==> config.mk <==
export PLATFORM = sky130hd
export DESIGN_NAME = ssd_mul
export DESIGN_NICKNAME = d
export VERILOG_FILES = /design/src/design/ssd_mul.sv
export SDC_FILE = /design/constraint.sdc
export NUM_CORES = 2
export LEC_CHECK = 0
export ABC_AREA = 1
export ABC_CLOCK_PERIOD_IN_PS = 4970
export BUFFER_PORTS_ARGS = -buffer_cell sky130_fd_sc_hd__buf_2
export CAP_MARGIN = 20
export CORE_MARGIN = 1.5
export CORE_UTILIZATION = 45
export DETAILED_ROUTE_END_ITERATION = 8
export GPL_TIMING_DRIVEN = 0
export HOLD_SLACK_MARGIN = 0.02
export PLACE_DENSITY_LB_ADDON = 0.08
export REMOVE_ABC_BUFFERS = 1
export SLEW_MARGIN = 15
export SYNTH_ARGS = -nofsm -noshare
export SYNTH_HDL_FRONTEND = slang
export SYNTH_SLANG_ARGS = --single-unit
==> constraint.sdc <==
create_clock -name clk -period 4.97 [get_ports clk]
set_input_delay 0.2485 -clock clk [delete_from_list [all_inputs] [get_ports clk]]
set_output_delay 0.2485 -clock clk [all_outputs]
set_load 0.02 [all_outputs]
==> src/design/ssd_mul.sv <==
// Signed multiplier cut into half-width partial products over four stages.
// One operand pair per cycle.
module ssd_mul #(
  parameter int W = 36
) (
  input  logic                  clk,
  input  logic signed [W-1:0]   a_i,
  input  logic signed [W-1:0]   b_i,
  output logic signed [2*W-1:0] p_o
);

  localparam int H = (W + 1) / 2;

  logic [W-1:0]     ma_w, mb_w;
  logic [2*H-1:0]   ma_r, mb_r;
  logic             neg_r, neg2_r, neg3_r;
  logic [2*H-1:0]   p00_r, p01_r, p10_r, p11_r;
  logic [4*H-1:0]   sum_nxt, sum_r;
  logic [2*W-1:0]   prod_r;

  assign ma_w = a_i[W-1] ? W'(-a_i) : W'(a_i);
  assign mb_w = b_i[W-1] ? W'(-b_i) : W'(b_i);

  assign sum_nxt = {p11_r, {(2*H){1'b0}}}
                 + (((4*H)'(p01_r) + (4*H)'(p10_r)) << H)
                 + (4*H)'(p00_r);

  always_ff @(posedge clk) begin
    ma_r   <= (2*H)'(ma_w);
    mb_r   <= (2*H)'(mb_w);
    neg_r  <= a_i[W-1] ^ b_i[W-1];
    p00_r  <= ma_r[H-1:0] * mb_r[H-1:0];
    p01_r  <= ma_r[H-1:0] * mb_r[2*H-1:H];
    p10_r  <= ma_r[2*H-1:H] * mb_r[H-1:0];
    p11_r  <= ma_r[2*H-1:H] * mb_r[2*H-1:H];
    neg2_r <= neg_r;
    sum_r  <= sum_nxt;
    neg3_r <= neg2_r;
    prod_r <= neg3_r ? -((2*W)'(sum_r)) : (2*W)'(sum_r);
  end

  assign p_o = prod_r;

endmodule

==> flow_summary.yaml <==
outcome:
  run_status: "complete, but fails checks"
  violations: "negative setup slack"
clock_network:
  cts_tree: "done"
  clock_sinks: 363
  cts_buffer_depth: 3
  clk_pin_slew_ns: 0.06
  cts_inserted_buffers: 42
  htree_levels: 2
  clk_latency_ns: 0.63
  root_buffer: "clkbuf_16"
global_routing:
  antenna_found_initial: 7
  grt-ovfl-total: 0
  grt_pass1_vias: 57912
  track_usage_pct: 30.87
  grt_first_pass_wirelength_mm: 333.6
  grt_start_max_net_pins: 35
run:
  drv_cap: 0
finish:
  area_growth_pct: 23.56
  fin_util_pct: 56.06
  multi_input_area_mm2: 0.04910
  seqCellArea_mm2: 0.007521
  drive_above_1_share_pct: 17.32
  nets: 10737
  fillers: 13061
placement:
  hpwl_mm: 150.0
  gp_routability_congestion: 0.9245
  io_buffers: 144
  pre_cts_ws_ns: -0.9674
yosys:
  synth_most_common_cell: "nand2_1"
  synth_top_area_share_pct: 32.88
  syn_area_mm2: 0.06246
  async_flop_share_pct: 0
  syn_inst: 8677
  yosys.area.top_type: "fa_1"
  synth_common_cells: "2551 x nand2_1, 2284 x inv_1, 1026 x fa_1"
  ys_seq_area_share_pct: 11.63
  synth.yosys.warnings: 0
  synth_edf_count: 0
  ys_ff_latch: 363
  ys_types: 43
  synth_ff_type: "dfxtp_1"
  synthTopCellsByArea: "fa_1 33%, nand2_1 15%, inv_1 14%, dfxtp_1 12%, ha_1 10%"
  postSynthAreaPerCell_um2: 7.199
timing:
  tightest_slew_ns: 0.8929
  layout_setup_ws_ns: -0.3693
  rsz0062_at_grt: "true"
  fin_crit_ns: 5.339
  finalCritPeriodShare_pct: 107.4
  finalSetupViolCount: 87
  slew_headroom_pct: 40.10
  timing_hold_violations_final: 0
  finalSetupTns_ns: -19.22
  finalMaxSlewViolations: 0
  fin_skew_ns: 0.02533
  max_freq_ghz: 0.1873
route:
  drc: 0
  firstDrtPassIters: 6
  wl_per_cell_um: 19.89
  vias: 55533
  drt_iter0_markers: 3898
  avgViaCountPerCell: 5.071
  antenna_left: 0
  routed_wl_mm: 217.8
critical_path:
  reg2reg_slack_ns: -0.37
  cpMaxStageDelayCell: "fa_1"
  critical_path.top_delay_family: "adder cells"
  r2r_cells: 18
  cp.buffers_inverters: 5
  cpPeakStageDelay_ns: 0.58
  reg2reg_to: "p11_r[30]"
  crit_chain: "buf_12, buf_6, nand2_1, fa_1, inv_1, fa_1, fa_1, fa_2, fa_1, inv_1, fa_1, inv_2, ha_4, nand4_1, nor4_1, nand2_1, nand4_1, nand2_1"
  path_common_cell: "fa_1"
  start_kind: "flop"
  critPathCaptureType: "flop"
  critical_path_class: "reg -> reg"
  reg2reg_from: "ma_r[22]"
  worstPathMaxFanout: 6
  cp.arrival_ns: 5.84
  required_ns: 5.47
floorplan:
  io_pins: 145
  fp.coreArea_mm2: 0.1377
  die_w_um: 375.6
  num_rows: 136
  start_util_pct: 45.37
  die_y_um: 375.6
  die_area_mm2: 0.1411
hold_path:
  min_path_type: "in -> reg"
  min_to: "mb_r[24]"
  min-delay-start: "b_i[35]"
  holdPathStages: 3
worst register-to-register path, delay by kind of cell (launching register included):
kind                     cells  cell delay [ns]
buffers and inverters        5             0.49
flip-flops                   1             0.38
adder cells (fa/ha/maj)      7             3.37
AND/OR/NAND/NOR              6             0.96
layout make-up:
type | instances | area share, %
Clock buffer | 51 | 1.483
Tap cell | 1794 | 2.908
Sequential cell | 363 | 9.745
Clock inverter | 26 | 0.4474
Timing Repair Buffer | 706 | 10.63
Antenna cell | 2 | 0.006485
Inverter | 2295 | 11.16
Multi-Input combinational cell | 5714 | 63.62
sequential cells by signal, indices dropped and copies added, names as in the netlist:
| signal | flops |
|---|---|
| ma_r | 36 |
| mb_r | 36 |
| neg2_r | 1 |
| neg3_r | 1 |
| neg_r | 1 |
| p00_r | 36 |
| p01_r | 36 |
| p10_r | 36 |
| p11_r | 36 |
| p_o | 72 |
| sum_r | 72 |
layout by cell type, fill, tap and decap left out, types with 65 or more instances in the layout:
cell type,netlist,final
dfxtp_1,363,290
dlygate4sd3_1,0,73
nand2_2,5,137
a21oi_1,213,116
nor2_1,475,397
ha_1,516,435
o21ai_0,129,73
ha_4,0,73
nand4_1,97,97
inv_2,10,151
buf_4,2,248
buf_2,1,144
inv_1,2284,2143
nor2_2,19,66
dfxtp_4,0,65
nand3_1,252,236
xor2_1,185,163
buf_12,0,121
fa_1,1026,973
nand2_1,2551,2364
repair_timing:
item                                    4_1_cts  5_1_grt
hold buffers                                 73        0
gates cloned                                 55        7
hold endpoints to repair                     72        0
pin swaps                                   250      310
setup buffers                               268       94
endpoints found under the setup margin       93       97
gates resized for setup                     803      400
how the worst max path moves through the flow:
stage | start | to | slack, ns | cells after the start
2_1_floorplan | mb_r[3] | p10_r[35] | -0.39 | 23
3_3_place_gp | mb_r[24] | p01_r[24] | -2.05 | 16
3_5_place_dp | mb_r[24] | p01_r[24] | -0.97 | 17
4_1_cts | ma_r[11] | p00_r[35] | -0.31 | 20
5_1_grt | mb_r[6] | p00_r[31] | -0.51 | 22
6_report | ma_r[22] | p11_r[30] | -0.37 | 18
metal layers:
layer,vias up,GRT usage (%),part of all wire (%)
met5,-,0,0.011
met4,4,10.64,4.4
met3,441,4.977,7.5
met2,1934,51.08,46
met1,27120,40.94,42
li1,26034,-,-
per-stage QoR:
stage | instances | area, um^2 | hold WS (ns)
finish | 10951 | 77180 | 0.1407
global route | 10949 | 77170 | 0.1497
CTS | 10855 | 75040 | 0.1147
detailed placement | 10383 | 65850 | 0.3121
global placement | 10310 | 64280 | 0.3096
floorplan | 8372 | 61310 | 0.2762
cells by family after synthesis:
group | count (synthesis) | share of synthesized area [%]
flip-flops | 363 | 11.63
XOR/XNOR | 234 | 3.281
AO/OA/AOI/OAI | 424 | 3.622
adder cells (fa/ha/maj) | 1542 | 43.22
AND/OR/NAND/NOR | 3514 | 22.61
buffers and inverters | 2600 | 15.64
Power is left out: the tool's default activity adds up to more than one toggle a clock period on the data nets, which glitch-free logic cannot reach.
