### config.mk
export PLATFORM = sky130hd
export DESIGN_NAME = ssd_dly
export DESIGN_NICKNAME = d
export VERILOG_FILES = /design/src/design/ssd_dly.sv
export SDC_FILE = /design/constraint.sdc
export NUM_CORES = 1
export LEC_CHECK = 0
export BUFFER_PORTS_ARGS = -buffer_cell sky130_fd_sc_hd__buf_2
export CAP_MARGIN = 10
export CORE_AREA = 2 2 50 52
export CTS_CLUSTER_SIZE = 10
export DETAILED_ROUTE_END_ITERATION = 8
export DIE_AREA = 0 0 52 54
export SYNTH_ARGS = -nofsm -noshare
export SYNTH_HDL_FRONTEND = slang
export SYNTH_SLANG_ARGS = --single-unit
### constraint.sdc
create_clock -name clk -period 0.8 [get_ports clk]
set_clock_uncertainty 0.15 [all_clocks]
set_input_delay 0.04 -clock clk [delete_from_list [all_inputs] [get_ports clk]]
set_output_delay 0.04 -clock clk [all_outputs]
set_load 0.005 [all_outputs]
### src/design/ssd_dly.sv
// Fixed-length register delay line that keeps side data aligned with the
// pipelined arithmetic units. No dependencies.
module ssd_dly #(
  parameter int W = 8,
  parameter int N = 4
) (
  input  logic         clk,
  input  logic [W-1:0] d_i,
  output logic [W-1:0] d_o
);

  logic [W-1:0] d_r [N];

  always_ff @(posedge clk) begin
    d_r[0] <= d_i;
  end

  for (genvar i = 1; i < N; i++) begin : g_tap
    always_ff @(posedge clk) begin
      d_r[i] <= d_r[i-1];
    end
  end

  assign d_o = d_r[N-1];

endmodule

==> reports/qor.yml, run 1 <==
clkSinkCount: 32
r2r.worst_path.cells: 0
critPathSlowestCell: "dfxtp_1"
critPathBufInv: 1
timing.setup.critical_path_class: "register to primary output"
min_path_type: "register to register"
clk_path_buf_depth: 2
synth_ff_type: "dfxtp_1"
largest_net_degree_at_the_start_of_global_routing: 10
total_stage_count_of_the_critical_path: 1
yosys-top-cells-area: "dfxtp_1"
fin_ws_ns: -0.105
syn_inst: 32
regArea_sq_um: 641
comb_power_share: 0.028
layout-drive-gt1-share: 0.349
run_status: "complete, but fails checks"
grt_pass1_wl_mm: 1.02
regMostFlops: "d_r"
synth_seq_area_share: 1.00
clock_root_buffer: "clkbuf_4"
critical_path.endpoint: "d_o[1]"
tritoncts: "yes"
number_of_max_slew_violations_in_the_final_report: 0
synth_async_sr_flop_share: 0
required_ns: 0.61
layout.cell_area.non_filler_sq_um: 885
cts_buffers: 5
layout_top_registers: "d_r (32)"
critical_path.cell_chain: "buf_2"
critical_path_fanouts_max: 1
num_rows: 18
fp.dieW_um: 52
chipHeight_um: 54
placement.io_buffers: 16
drt_first_pass_iters: 4
grt_setup_unrepaired: "yes"
p_int_mw: 2.05
multiInputGateArea_sq_um: 0
p_sw_frac: 0.184
post_layout_nets: 72
place_congestion: 0.525
routedWlPerCell_um: 7.30
share_seq_of_total_power: 0.673
rr_endpoint: "d_r[3][7]$_DFF_P_"
number_of_flops_mapped_to_enable_cells_by_yosys: 0
total_power_mw: 2.52
drv_cap: 0
detail_route.drc_violations: 0
fin_crit_ns: 0.905
synth.cell_area_sq_um: 641
cellLeakagePower_nw: 0.394
vdd_ir_drop_max_v: 0.00102
worst_pin_slew_ns: 0.0822
vias_per_cell: 3.41
path_clk_slew_ns: 0.08
first_global_vias: 244
design.core.area_sq_um: 2320
setup_viol: 8
mappedNetlistNets: 41
post_cts_resize_count: 0
synth.ff_latch_count: 32
cts-htree-levels: 2
synth_most_common_cell: "dfxtp_1"
largest_reg_flops: 32
min_period_over_period: 1.13
yosys.area.top_type_share: 1.00
initial_core_util: 0.276
yosysWarningCount: 0
timing.critical_path.from: "d_r[3][1]$_DFF_P_"
timing.critical_path.from_type: "register"
antenna_left: 0
route.vias.total: 317
antenna-diode-count: 0
slowest_delay_ns: 0.30
clock_network_fraction_of_total_power: 0.299
p_sw_mw: 0.464
filler_cell_count: 216
routed_wl_um: 679
timing.rr.start: "d_r[2][7]$_DFF_P_"
drt_iter0_drc: 1
grt_overflow: 0
die_area_sq_um: 2810
postLayoutCoreUtil: 0.381
count_of_multi_input_gates: 0
maxSlewHeadroom: 0.945
power.density_nw_per_um2: 2840
fmax_ghz: 1.11
synth_cell_types: 1
worst_path_dominant_cell_family: "flip-flops"
arrival_ns: 0.71
dpl-instance-area_sq_um: 758
ys_top_cells_by_count: "dfxtp_1"
failed_checks: "negative setup slack"
synth_area_leader_cell: "dfxtp_1"
reg2reg_slack_ns: 0.24
gr-usage-all-layers: 0.0651
end_kind: "primary output"
clkLatencyLatePin_ns: 0.30
report.final.hold_viol_count: 0
antenna_found_initial: 0
synth.avg_cell_area_sq_um: 20.0
boundaryPins: 17
area_growth_pct: 38.1
post-cts-setup-buffer-count: 0
worst min path at each step:
stage / start / end / slack (ns) / cells after the start
2_1_floorplan: d_i[0] / d_r[0][0]$_DFF_P_ / -0.08 / 0
3_3_place_gp: d_i[5] / d_r[0][5]$_DFF_P_ / -0.008 / 1
3_5_place_dp: d_i[3] / d_r[0][3]$_DFF_P_ / -0.006 / 1
4_1_cts: d_r[1][7]$_DFF_P_ / d_r[2][7]$_DFF_P_ / 0.18 / 0
5_1_grt: d_r[0][2]$_DFF_P_ / d_r[1][2]$_DFF_P_ / 0.18 / 0
6_report: d_r[1][7]$_DFF_P_ / d_r[2][7]$_DFF_P_ / 0.18 / 0
cells by family after synthesis:
family	count (synthesis)	synth area share
DFF	32	1.00
final cells by class:
| type | instances | share of cell area |
|---|---|---|
| repair buffers | 24 | 0.181 |
| clock inverters | 1 | 0.00566 |
| well taps | 30 | 0.0424 |
| flip-flops and latches | 32 | 0.724 |
| clock buffers | 6 | 0.0467 |
timing repair:
action,in CTS,in global routing
hold buffers,8,0
gates cloned,0,0
setup endpoints to repair,8,8
endpoints found under the hold margin,8,0
layer usage:
layer  track usage  up-vias  wire length [um]  part of all wire
li1              -      158                 -                 -
met1        0.0431      141               229              0.34
met2        0.0844       16               356              0.52
met3        0.0667        2                65             0.096
met4        0.0921        0                27             0.040
met5             0        -                 0                 0
power by group through the flow:
| stage | sequential [mW] | clock (mW) | combinational [mW] |
|---|---|---|---|
| after floorplan | 1.73 | 0 | 0 |
| after global placement | 1.73 | 0 | 0.0409 |
| after detailed placement | 1.73 | 0 | 0.0415 |
| after CTS | 1.69 | 0.797 | 0.0713 |
| after global routing | 1.70 | 0.866 | 0.0781 |
| final | 1.69 | 0.752 | 0.0713 |
layout by cell type, fill, tap and decap left out, drive strengths merged:
cell type    count
buf             16
clkbuf           6
clkinv           1
dfxtp           32
dlygate4sd3      8
metrics by stage:
step                      hold slack [ns]  setup TNS, ns  worst slack (ns)  std cells
final                               0.177         -0.814            -0.105         93
after global routing                0.179          -1.27            -0.175         93
after CTS                           0.175          -1.00            -0.130         93
after detailed placement         -0.00551              0             0.222         78
after global placement           -0.00814              0             0.225         78
after floorplan                   -0.0823              0             0.270         32
(Power assumes the default switching activity.)
==> run 2: changes to the inputs <==
--- a/config.mk
+++ b/config.mk
@@ -11,6 +11,7 @@
 export CTS_CLUSTER_SIZE = 10
 export DETAILED_ROUTE_END_ITERATION = 8
 export DIE_AREA = 0 0 52 54
+export PLACE_DENSITY = 0.51
 export SYNTH_ARGS = -nofsm -noshare
 export SYNTH_HDL_FRONTEND = slang
 export SYNTH_SLANG_ARGS = --single-unit
==> run 2 against run 1 <==
Compared with the run above:
- the flow still finishes with violations (negative setup slack)
- sequential power about the same
- final cell count fell by 2.2%
- core utilization fell by 0.38 points
- critical path type unchanged
- critical endpoint is now d_o[5]
- largest cell class unchanged
- highest routed layer unchanged
==> reports/qor.yml, run 2 (synthesized netlist as in run 1, its figures left out) <==
dpl_worst_slack_ns: 0.223
min_path_type: "register to register"
routedWlPerCell_um: 6.81
final_common_cell: "dfxtp_1"
tritoncts: "yes"
layout_top_registers: "d_r (32)"
clkLatencyLatePin_ns: 0.31
setup_viol: 8
end_kind: "primary output"
finalHoldWorstSlack_ns: 0.179
fmax_ghz: 1.10
cellLeakagePower_nw: 0.389
worst_pin_slew_ns: 0.0785
critPathBufInv: 1
path_clk_slew_ns: 0.08
antenna_left: 0
timing.critical_path.from_type: "register"
grt_pass1_wl_mm: 1.12
fp.dieW_um: 52
fin_setup_tns_ns: -0.864
report.final.hold_viol_count: 0
critPathSlowestCell: "dfxtp_1"
boundaryPins: 17
number_of_max_slew_violations_in_the_final_report: 0
critical_path.cell_chain: "buf_2"
route.vias.total: 284
min_period_over_period: 1.14
dpl-instance-area_sq_um: 758
drt_first_pass_iters: 2
vdd_ir_drop_max_v: 0.00134
drt_iter0_drc: 4
placement.io_buffers: 16
die_area_sq_um: 2810
layout-drive-gt1-share: 0.344
worst_path_dominant_cell_family: "flip-flops"
arrival_ns: 0.72
fin_crit_ns: 0.910
design.core.area_sq_um: 2320
multiInputGateArea_sq_um: 0
chipHeight_um: 54
filler_cell_count: 226
clock_root_buffer: "clkbuf_4"
count_of_multi_input_gates: 0
layout_common_cells: "dfxtp_1, buf_2, dlygate4sd3_1"
largest_reg_flops: 32
power.density_nw_per_um2: 2830
post_layout_nets: 72
post-dp-hpwl_um: 343
layout.cell_area.non_filler_sq_um: 876
fin_ws_ns: -0.110
critical_path_fanouts_max: 1
grt_setup_unrepaired: "yes"
area_growth_pct: 36.7
failed_checks: "negative setup slack"
run_status: "complete, but fails checks"
timing.setup.critical_path_class: "register to primary output"
first_global_vias: 266
detail_route.drc_violations: 0
place_congestion: 0.549
antenna-diode-count: 0
routed_wl_um: 620
required_ns: 0.61
antenna_found_initial: 0
cts_buffers: 5
slowest_delay_ns: 0.30
num_rows: 18
initial_core_util: 0.276
cts-htree-levels: 2
vias_per_cell: 3.12
drv_cap: 0
maxSlewHeadroom: 0.948
largest_net_degree_at_the_start_of_global_routing: 9
grt_overflow: 0
regMostFlops: "d_r"
gr-usage-all-layers: 0.0717
clkSinkCount: 32
clk_path_buf_depth: 2
[run 2: cell count changes in the layout (fill, tap and decap cells not counted)]
cell / delta
clkbuf_1: -1
clkinv_2: -1
[run 2: final timing paths]
path	depth (start not counted)	to	start	slack, ns
worst min-delay path	0	d_r[3][7]$_DFF_P_	d_r[2][7]$_DFF_P_	0.18
worst max register to register	0	d_r[2][1]$_DFF_P_	d_r[1][1]$_DFF_P_	0.25
worst max-delay path	1	d_o[5]	d_r[3][5]$_DFF_P_	-0.11
worst min register to register	0	d_r[3][7]$_DFF_P_	d_r[2][7]$_DFF_P_	0.18
[run 2: layer usage]
metal / wire length [um] / GRT usage / up-vias
met1: 265 / 0.0588 / 107
met4: 55 / 0.105 / 0
met3: 109 / 0.0750 / 5
met5: 0 / 0 / -
met2: 190 / 0.0759 / 18
li1: - / - / 154
[run 2: cell type report]
cell class | count | area (sq um) | share of cell area
sequential | 32 | 641 | 0.731
tap | 30 | 37.5 | 0.0429
clock buffer | 5 | 37.5 | 0.0429
timing repair buffer | 24 | 160 | 0.183
[run 2: power breakdown]
| part | internal [mW] | switching [mW] |
|---|---|---|
| clock network | 0.292 | 0.425 |
| logic | 0.0520 | 0.0172 |
| registers | 1.68 | 0.0146 |
| total | 2.02 | 0.457 |
[run 2: timing repair]
item	4_1_cts	5_1_grt
hold buffers	8	0
endpoints found under the setup margin	8	8
endpoints found under the hold margin	8	0
pin swaps	0	0
setup buffers	0	0
gates resized for setup	0	0
[run 2: per-stage QoR]
| stage | instances | total power [mW] | util |
|---|---|---|---|
| after floorplan | 32 | 1.73 | - |
| after global placement | 78 | 1.77 | 0.327 |
| after detailed placement | 78 | 1.77 | 0.327 |
| after CTS | 91 | 2.54 | 0.378 |
| after global routing | 91 | 2.63 | 0.378 |
| final | 91 | 2.48 | 0.378 |
